[src/sv/pas_pkg.sv]
// Shared types and constants for the packet arrival scoreboard.
package pas_pkg;

   localparam int MAX_SLOTS_DEF = 4096;

   localparam int CMD_W    = 2;
   localparam int PARCEL_W = 6;
   localparam int PACKET_W = 6;
   localparam int STATUS_W = 2;
   localparam int COUNT_W  = 13;
   localparam int CFG_W    = 7;
   localparam int SLOT_W   = 13;
   localparam int TOTAL_W  = 2 * CFG_W;
   localparam int CSR_IDX_W = 4;

   localparam logic [CMD_W-1:0] CMD_MARK   = 2'd0;
   localparam logic [CMD_W-1:0] CMD_UNMARK = 2'd1;
   localparam logic [CMD_W-1:0] CMD_QUERY  = 2'd2;
   localparam logic [CMD_W-1:0] CMD_CLEAR  = 2'd3;

   localparam logic [STATUS_W-1:0] ST_OK  = 2'd0;
   localparam logic [STATUS_W-1:0] ST_DUP = 2'd1;
   localparam logic [STATUS_W-1:0] ST_MIS = 2'd2;
   localparam logic [STATUS_W-1:0] ST_OOR = 2'd3;

   localparam logic [CSR_IDX_W-1:0] CSR_PACKETS_PER_PARCEL = 4'd0;
   localparam logic [CSR_IDX_W-1:0] CSR_PARCEL_COUNT       = 4'd1;

   localparam logic [CFG_W-1:0] CFG_RESET = 7'd64;

   typedef struct packed {
      logic [CMD_W-1:0]    command;
      logic [PARCEL_W-1:0] parcel;
      logic [PACKET_W-1:0] packet;
   } req_type;

   typedef struct packed {
      logic [STATUS_W-1:0] status;
      logic                mark;
      logic [COUNT_W-1:0]  count;
      logic                complete;
   } rsp_type;

   // Commands from the controller to the datapath.
   typedef struct packed {
      logic accept;
      logic calc;
      logic update;
      logic clear_step;
      logic load_rsp;
   } pas_ctl_type;

   // Status from the datapath to the controller.
   typedef struct packed {
      logic req_is_clear;
      logic clear_last;
      logic rsp_free;
   } pas_sts_type;

endpackage

[src/sv/pas_ctrl.sv]
// Controller state machine of the packet arrival scoreboard.
module pas_ctrl
   import pas_pkg::*;
(
   input  logic        clock,
   input  logic        reset,
   input  logic        req_valid,
   output logic        req_ready,
   input  pas_sts_type sts,
   output pas_ctl_type ctl
);

   typedef enum logic [4:0] {
      S_CLEAR  = 5'b00001,
      S_IDLE   = 5'b00010,
      S_CALC   = 5'b00100,
      S_UPDATE = 5'b01000,
      S_DONE   = 5'b10000
   } pas_state_type;

   pas_state_type state_ff, state_in;
   logic          pending_ff, pending_in;

   always_comb begin
      state_in       = state_ff;
      pending_in     = pending_ff;
      req_ready      = 1'b0;
      ctl            = '0;
      case (state_ff)
         S_CLEAR: begin
            ctl.clear_step = 1'b1;
            if (sts.clear_last) begin
               state_in   = pending_ff ? S_DONE : S_IDLE;
               pending_in = 1'b0;
            end
         end
         S_IDLE: begin
            req_ready = 1'b1;
            if (req_valid) begin
               ctl.accept = 1'b1;
               if (sts.req_is_clear) begin
                  // A clear-all item answers only after the sweep is over.
                  state_in   = S_CLEAR;
                  pending_in = 1'b1;
               end else begin
                  state_in = S_CALC;
               end
            end
         end
         S_CALC: begin
            ctl.calc = 1'b1;
            state_in = S_UPDATE;
         end
         S_UPDATE: begin
            ctl.update = 1'b1;
            state_in   = S_DONE;
         end
         S_DONE: begin
            if (sts.rsp_free) begin
               ctl.load_rsp = 1'b1;
               state_in     = S_IDLE;
            end
         end
         default: begin
            state_in = S_CLEAR;
         end
      endcase
   end

   always_ff @(posedge clock) begin
      if (reset) begin
         state_ff   <= S_CLEAR;
         pending_ff <= 1'b0;
      end else begin
         state_ff   <= state_in;
         pending_ff <= pending_in;
      end
   end

endmodule

[config.mk]
export PLATFORM = sky130hd
export DESIGN_NAME = pas_ctrl
export DESIGN_NICKNAME = d
export VERILOG_FILES = /design/src/sv/pas_pkg.sv /design/src/sv/pas_ctrl.sv
export SDC_FILE = /design/constraint.sdc
export NUM_CORES = 1
export LEC_CHECK = 0
export BUFFER_PORTS_ARGS = -buffer_cell sky130_fd_sc_hd__buf_4
export CAP_MARGIN = 20
export CELL_PAD_IN_SITES_DETAIL_PLACEMENT = 1
export CELL_PAD_IN_SITES_GLOBAL_PLACEMENT = 1
export CORE_AREA = 3 3 40 42
export CTS_BUF_LIST = sky130_fd_sc_hd__clkbuf_8
export DETAILED_ROUTE_END_ITERATION = 12
export DIE_AREA = 0 0 43 45
export PLACE_DENSITY_LB_ADDON = 0.3
export SYNTH_ARGS = -nofsm -noshare
export SYNTH_HDL_FRONTEND = slang
export SYNTH_SLANG_ARGS = --single-unit
[constraint.sdc]
create_clock -name clock -period 1.35 [get_ports clock]
set_input_delay 0.135 -clock clock [delete_from_list [all_inputs] [get_ports clock]]
set_output_delay 0.135 -clock clock [all_outputs]
set_load 0.005 [all_outputs]
Word level (Yosys, flattened, before mapping) --
Cells that the tools add are included. Widths: inputs -> output; s select.
Storage, ports and cells: register bits 6, bits in latches 0, bits in writable memories 0, ROM bits 0, input bits 6, output and inout bits 6, word-level logic and storage cells 32, memories 0
Cells by class: add/sub/neg operators 0, $mul 0, divide/modulo/power cells 0, order comparisons 0, eq/ne operators 9, shifts and indexed selects 0, mux-type cells 18, bitwise logic cells 0, reduce and logical (&&, ||, !) cells 3
Operators with widths (count):
- $pmux 5 s5 | 1
- $mux 5 | 4
- $mux 1 | 11
- $ne 2x2->1 const B | 4
- $eq 5x1->1 const B | 1
- $eq 5x2->1 const B | 1
- $eq 5x3->1 const B | 1
- $eq 5x4->1 const B | 1
- $eq 5x5->1 const B | 1
- $reduce_and 4->1 | 1
- $mux 3 | 1
- $reduce_and 3->1 | 1
- $pmux 1 s2 | 1
- $reduce_bool 2->1 | 1

Depth between registers and ports, before layout --
Gate-level depths: netlist of run 1.
depth after elaboration 3, mapped depth 6, gate-level depth less buffers 5

Least setup slack after synthesis of run 1 --
Ideal clock, no wire load.
path kind flip-flop to flip-flop, start point register state_ff[1], end point register pending_ff, library setup time 0.091 ns, arrival 1.213 ns, required time 1.259 ns, setup slack 0.046 ns, stages on the path, launching flop included 6, buffers on the path 1, period minus slack after synthesis 1.304 ns, path through dfxtp_1 buf_6 nand2b_4 a2111oi_4 a31oi_1 a311oi_1
On the way: cells in the longest elaborated chain, start to end 3, elaborated cells between the ends (all ways) 8, those cells by class eq/ne: 5; mux: 1; reduce/logical: 2
RTL lines:
- start: declaration | line pas_ctrl.sv:21 | pas_state_type state_ff, state_in;
- start signal: assignment | line pas_ctrl.sv:75 | state_ff <= state_in;
- $eq 5x2->1 / $eq 5x1->1 (equally long branches) | line pas_ctrl.sv:29 | case (state_ff)
- $ne 2x2->1 (no line) / $reduce_bool 2->1 (equally long branches)
- $reduce_and 4->1 (no line)
- end signal: assignment | line pas_ctrl.sv:76 | pending_ff <= pending_in;
- end: declaration | line pas_ctrl.sv:22 | logic pending_ff, pending_in;
Several ways; a longest one is shown, not always the timed one. A chain may end at the register's enable or synchronous reset.

==> reports/results.ini, run 1 <==
[outcome]
status=finished, violations left
violations=negative setup slack

[worst_setup_path]
required_ns=1.22
endpoint_kind=output pin
setup.worst_path.class=reg -> out
r2r-start=state_ff[0]$_SDFFE_PP1P_
cp_max_fo=5
critPathMaxStageDelay_ns=0.34
r2r_cells=4
path_cells=buf_4, nor2_4, nand3_2, inv_2, and2_4, buf_4
reg2reg_slack_ns=0
r2r-end=pending_ff$_SDFFE_PP0P_
cpMostUsedCell=buf_4
slowest_stage=dfxtp_4
cp-start-kind=register
cp.arrival_ns=1.24

[place]
hpwl_um=992
io_buffers=11
placed_area_sq_um=591
place_congestion=0.818

[floorplan]
rows=13
die_x_um=43
start_util=0.321
dieArea_sq_mm=0.00194
core_area_sq_mm=0.00128
die_y_um=45
io-pin-count=12

[layout]
final_nets=87
design_area_sq_um=743
seq_area_sq_um=133
fin_util=0.578
syn_to_final_growth_pct=80.0
multiInputGateArea_sq_um=314
diodes=0
drive_above_1_share=0.646
fill_cells=156

[cts]
clkLatencyLatePin_ns=0.22
cts_root_buf=clkbuf_8
path_clk_slew_ns=0.03
cts_buffer_depth=2
ctsHoldBuffers=0
htree_levels=1
tritoncts=yes
cts_buffers=3
clock-sinks=6

[timing]
min_period_over_period=1.02
worst_slew_pin_slew_ns=0.344
relSlewSlack=0.769
setup_viol=2
hold_viol=0
drv_slew=0
final.min_clock_period_ns=1.38
setup_ws_ns=-0.0256
final.setup_skew_ns=0.00106
rsz0062_at_grt=true
fmax_mhz=727

[pwr]
peakVddDrop_mv=0.951
power_density_mw_per_mm2=1760
p_leak_nw=0.348

[route]
drc_errors=0
final_antenna_net_count=0
avgViaCountPerCell=5.23
wl_per_cell_um=15.6
dr.pass1.iters=4
totalWireLength_um=1460
drtIter0Drc=7
vias=492

[yosys]
synth-adder-area-share=0
seq_area_frac_synth=0.291
yosysWarnings=0
ys_ff_latch=6
syn-instance-count=51
synth_edf_count=0
avgSynthCellArea_sq_um=8.10
synth_compound_area_frac=0.233
synth_top_family_by_area=simple AND/OR/NAND/NOR gates
synth_cell_types=27
yosys.area_share.simple=0.348
synth_nets=57
syn-cell-area_sq_um=413
synth_xor_area_frac=0.0212
synth.area.mux_share=0.0273
synthFlopType=dfxtp_1
synthArstFlopShare=0

[job]
cap_violations=0

[grt]
grt_pass1_vias=484
grt_pass1_wl_um=2170
grt.total_usage=0.149
antenna_found_initial=0
overflow=0
grt_max_degree=7

[hold_path]
min_to=pending_ff$_SDFFE_PP0P_
worstHoldStart=reset
hold_path_class=in -> reg
holdPathStages=2

==> critical path: cells and delay by family, from the launching register on <==
family	cells	cell delay, ns
and+or+nand+nor	3	0.35
DFF	1	0.34
buffers and inverters	3	0.33
==> layout make-up <==
type	count	area share
inverters	3	0.0152
clock buffers	3	0.0556
well taps	15	0.0253
repair buffers	28	0.303
flip-flops and latches	6	0.178
multi-input cells	39	0.423
==> flip-flops by register name (all words and copies together) (netlist names) <==
| register | flops |
|---|---|
| pending_ff | 1 |
| state_ff | 5 |
==> worst max-delay path by stage <==
stage / start / to / slack [ns] / cells after the start
3_3_place_gp: state_ff[1]$_SDFFE_PP0P_ / pending_ff$_SDFFE_PP0P_ / -0.03 / 4
4_1_cts: state_ff[0]$_SDFFE_PP1P_ / ctl[4] / -0.03 / 6
2_1_floorplan: state_ff[1]$_SDFFE_PP0P_ / pending_ff$_SDFFE_PP0P_ / 0.05 / 5
5_1_grt: state_ff[0]$_SDFFE_PP1P_ / pending_ff$_SDFFE_PP0P_ / -0.1 / 4
3_5_place_dp: state_ff[1]$_SDFFE_PP0P_ / pending_ff$_SDFFE_PP0P_ / -0.04 / 4
6_report: state_ff[0]$_SDFFE_PP1P_ / ctl[4] / -0.03 / 6
==> metrics by stage <==
step	setup WS, ns	cells	power (mW)	TNS [ns]	hold WS [ns]
floorplan	0.0463	51	0.598	0	0.207
global placement	-0.0260	87	0.843	-0.0260	0.313
detailed placement	-0.0424	87	0.851	-0.0424	0.312
CTS	-0.0321	92	1.20	-0.0321	0.0914
global route	-0.0954	94	1.40	-0.253	0.104
finish	-0.0256	94	1.31	-0.0295	0.102
==> kinds of logic after synthesis <==
kind of cell / count (synthesis)
AO/OA/AOI/OAI: 12
XOR/XNOR: 1
buffers and inverters: 6
flip-flops: 6
multiplexers: 1
AND/OR/NAND/NOR: 25
==> per-layer routing <==
| metal | track usage | routed length [um] | vias up |
|---|---|---|---|
| li1 | - | - | 234 |
| met1 | 0.178 | 607 | 241 |
| met4 | 0.0542 | 21 | 0 |
| met2 | 0.278 | 782 | 15 |
| met3 | 0.0120 | 53 | 2 |
| met5 | 0 | 0 | - |
==> report_power, final <==
group	internal, mW	switching (mW)	total [mW]	leakage (nW)
clock	0.191	0.0686	0.259	0.0216
combinational	0.454	0.318	0.772	0.275
sequential	0.231	0.0498	0.281	0.0510
==> synth_stat cells, types with 2 or more instances <==
master	count	share of area
dfxtp_1	6	0.29
nor2_1	6	0.055
a21oi_1	3	0.036
inv_1	3	0.027
nand2_1	3	0.027
nand3_1	3	0.036
nor2b_1	3	0.045
a31oi_1	2	0.030
and2_1	2	0.030
and3_1	2	0.030
o21ai_0	2	0.024
==> what timing repair did <==
action / in CTS / in global routing
resized for setup: 13 / 13
pin swaps: 2 / 7
buffers inserted: 2 / 2
setup endpoints to repair: 9 / 7
==> layout by cell type (no fill, tap or decap), types with 2 or more instances in the layout <==
| cell type | instances |
|---|---|
| and3_1 | 2 |
| and2_4 | 2 |
| nand2_1 | 3 |
| o21ai_0 | 2 |
| a21oi_1 | 2 |
| inv_1 | 2 |
| nor2b_1 | 2 |
| buf_6 | 4 |
| nand3_2 | 2 |
| nor2_1 | 3 |
| clkbuf_8 | 3 |
| nor2_4 | 2 |
| buf_4 | 24 |
| dfxtp_1 | 2 |
| dfxtp_4 | 3 |
Note: power is estimated with default switching activity, not from simulation.
==> inputs of run 2 (changes only) <==
Settings changed: ABC_AREA from default to 1, CORE_AREA 3 3 40 42 to default, CORE_MARGIN from default to 3, CORE_UTILIZATION from default to 32, DIE_AREA 0 0 43 45 to default.
==> reports/results.ini, run 2 <==
[yosys]
synth_area_leader_cell=dfxtp_1  ; unchanged
synth_edf_count=0  ; unchanged
syn-cell-area_sq_um=438  ; was 413 sq um
synthTopCellsByArea=dfxtp_1 27%, inv_1 11%, nor2_1 11%, nand2_1 9.4%, nor2_4 5.1%  ; was dfxtp_1 29%, a2111oi_4 6.7%, nor2_1 5.5%, nor2b_1 4.5%, a21oi_1 3.6%
avgSynthCellArea_sq_um=6.64  ; was 8.10 sq um
yosysWarnings=0  ; unchanged
synthArstFlopShare=0  ; unchanged
syn-instance-count=66  ; was 51
synth_cell_types=19  ; was 27
ys_ff_latch=6  ; unchanged
synthFlopType=dfxtp_1  ; unchanged
synthTopCellsByCount=13 x inv_1, 13 x nor2_1, 11 x nand2_1, 6 x dfxtp_1  ; was 6 x dfxtp_1, 6 x nor2_1
seq_area_frac_synth=0.274  ; was 0.291
synth_nets=72  ; was 57
synth_top_cell_area_share=0.274  ; was 0.291

[place]
placed_area_sq_um=546  ; was 591 sq um
hpwl_um=954  ; was 992 um
dpl.cell_count=92  ; was 87
place_congestion=0.757  ; was 0.818
io_buffers=11  ; unchanged

[layout]
syn_to_final_growth_pct=44.9  ; was 80.0%
layout_commonest_cell=buf_4  ; unchanged
final_nets=93  ; was 87
largest_register_ffs=5  ; unchanged
regMostFlops=state_ff  ; unchanged
layout.cells.non_filler=99  ; was 94
mostFrequentLayoutCells=16 x buf_4, 12 x inv_1, 10 x nor2_1, 10 x nand2_1  ; was 24 x buf_4, 4 x buf_6
diodes=0  ; unchanged
reg.largest.list=state_ff x5, pending_ff x1  ; unchanged
drive_above_1_share=0.471  ; was 0.646
fin_util=0.535  ; was 0.578
design_area_sq_um=634  ; was 743 sq um

[grt]
antenna_found_initial=0  ; unchanged
grt_pass1_wl_um=1970  ; was 2170 um
overflow=0  ; unchanged
grt_max_degree=6  ; was 7
grt_pass1_vias=447  ; was 484
grt.total_usage=0.143  ; was 0.149

[timing]
worst_slew_pin_slew_ns=0.193  ; was 0.344 ns
final.min_clock_period_ns=1.31  ; was 1.38 ns
drv_slew=0  ; unchanged
relSlewSlack=0.871  ; was 0.769
tns_ns=0  ; was -0.0295 ns
final.setup_skew_ns=0.00573  ; was 0.00106 ns
fmax_mhz=761  ; was 727 MHz
setup_viol=0  ; was 2
hold_viol=0  ; unchanged
min_period_over_period=0.974  ; was 1.02

[cts]
cts_buffers=3  ; unchanged
cts_root_buf=clkbuf_8  ; unchanged
htree_levels=1  ; unchanged
cts_buffer_depth=2  ; unchanged
tritoncts=yes  ; unchanged
clock-sinks=6  ; unchanged
clkLatencyLatePin_ns=0.23  ; was 0.22 ns
path_clk_slew_ns=0.04  ; was 0.03 ns

[worst_setup_path]
required_ns=1.22  ; about the same
cpMostUsedCell=buf_4  ; unchanged
endpoint_kind=output pin  ; unchanged
cp_max_fo=5  ; unchanged
critPathMaxStageDelay_ns=0.33  ; was 0.34 ns
setup.worst_path.class=reg -> out  ; unchanged
crit_family=simple AND/OR/NAND/NOR gates  ; unchanged
path_cells=nor2_4, buf_4, nand3_2, nor2_1, buf_4  ; was buf_4, nor2_4, nand3_2, inv_2, and2_4, buf_4
cp_num_buf_inv=2  ; was 3
cp.arrival_ns=1.18  ; was 1.24 ns
cp-start-kind=register  ; unchanged
slowest_stage=dfxtp_2  ; was dfxtp_4

[outcome]
status=complete, no violations  ; was finished, violations left

[floorplan]
dieArea_sq_mm=0.00185  ; was 0.00194 sq mm
start_util=0.369  ; was 0.321
die_x_um=43.0  ; was 43 um
io-pin-count=12  ; unchanged
die_y_um=43.0  ; was 45 um
rows=12  ; was 13
core_area_sq_mm=0.00119  ; was 0.00128 sq mm

[pwr]
p_leak_nw=0.341  ; was 0.348 nW
power_density_mw_per_mm2=1940  ; was 1760 mW/mm^2
peakVddDrop_mv=0.989  ; was 0.951 mV
power_mw=1.23  ; was 1.31 mW

[route]
totalWireLength_um=1260  ; was 1460 um
dr.pass1.iters=4  ; unchanged
drtIter0Drc=6  ; was 7
vias=468  ; was 492
final_antenna_net_count=0  ; unchanged
drc_errors=0  ; unchanged
avgViaCountPerCell=4.73  ; was 5.23
wl_per_cell_um=12.7  ; was 15.6 um

[hold_path]
hold_path_class=in -> reg  ; unchanged

[job]
cap_violations=0  ; unchanged

==> run 2: changes by cell type after synthesis, sizes merged, moves of 3 or more <==
cell	previous run	this run
nor2	6	18
inv	3	14
nor2b	3	0
nand2	3	15
==> run 2: stage by stage <==
| stage | hold slack, ns | setup WS, ns |
|---|---|---|
| after floorplan | 0.207 | 0.234 |
| after global placement | 0.330 | 0.124 |
| after detailed placement | 0.338 | 0.127 |
| after CTS | 0.102 | 0.0228 |
| after global routing | 0.106 | -0.0108 |
| final | 0.0995 | 0.0357 |
==> run 2: cells by family after synthesis <==
group,share of synthesized area
AO/OA/AOI/OAI,0.0714
flip-flops,0.274
AND/OR/NAND/NOR,0.534
buffers and inverters,0.120
==> run 2: repair_timing <==
action	in CTS	in global routing
hold buffers	0	0
resized for setup	1	8
pin swaps	1	2
buffers inserted	1	3
setup endpoints to repair	1	4
==> run 2: final timing paths <==
path | cells after the start | slack [ns] | from | endpoint
worst max-delay path | 5 | 0.04 | state_ff[2]$_SDFFE_PP0P_ | ctl[0]
worst min-delay path | 2 | 0.1 | reset | state_ff[4]$_SDFFE_PP0P_
worst min register to register | 2 | 0.52 | pending_ff$_SDFFE_PP0P_ | pending_ff$_SDFFE_PP0P_
worst max register to register | 9 | 0.11 | state_ff[2]$_SDFFE_PP0P_ | state_ff[0]$_SDFFE_PP1P_
==> run 2: cell type report <==
class	instances	area (sq um)
clock buffers	3	41.3
fillers	160	552
inverters	14	52.6
multi-input cells	46	280
flip-flops and latches	6	123
well taps	14	17.5
repair buffers	16	120
==> run 2: worst register-to-register path: cells and delay by family (launching register included) <==
kind	cells	cell delay (ns)
AND/OR/NAND/NOR	8	0.65
flip-flops	1	0.33
buffers and inverters	1	0.15
==> run 2: routing by layer <==
layer	part of all wire	GRT usage	vias up
li1	-	-	239
met1	0.45	0.181	207
met2	0.45	0.216	16
met3	0.077	0.0424	6
met4	0.029	0.0723	0
met5	0	0	-
==> run 2: report_power, final <==
| group | leakage, nW | total, mW | internal (mW) | switching (mW) |
|---|---|---|---|---|
| logic | 0.270 | 0.674 | 0.276 | 0.397 |
| clock network | 0.0216 | 0.271 | 0.192 | 0.0793 |
| registers | 0.0499 | 0.285 | 0.229 | 0.0568 |
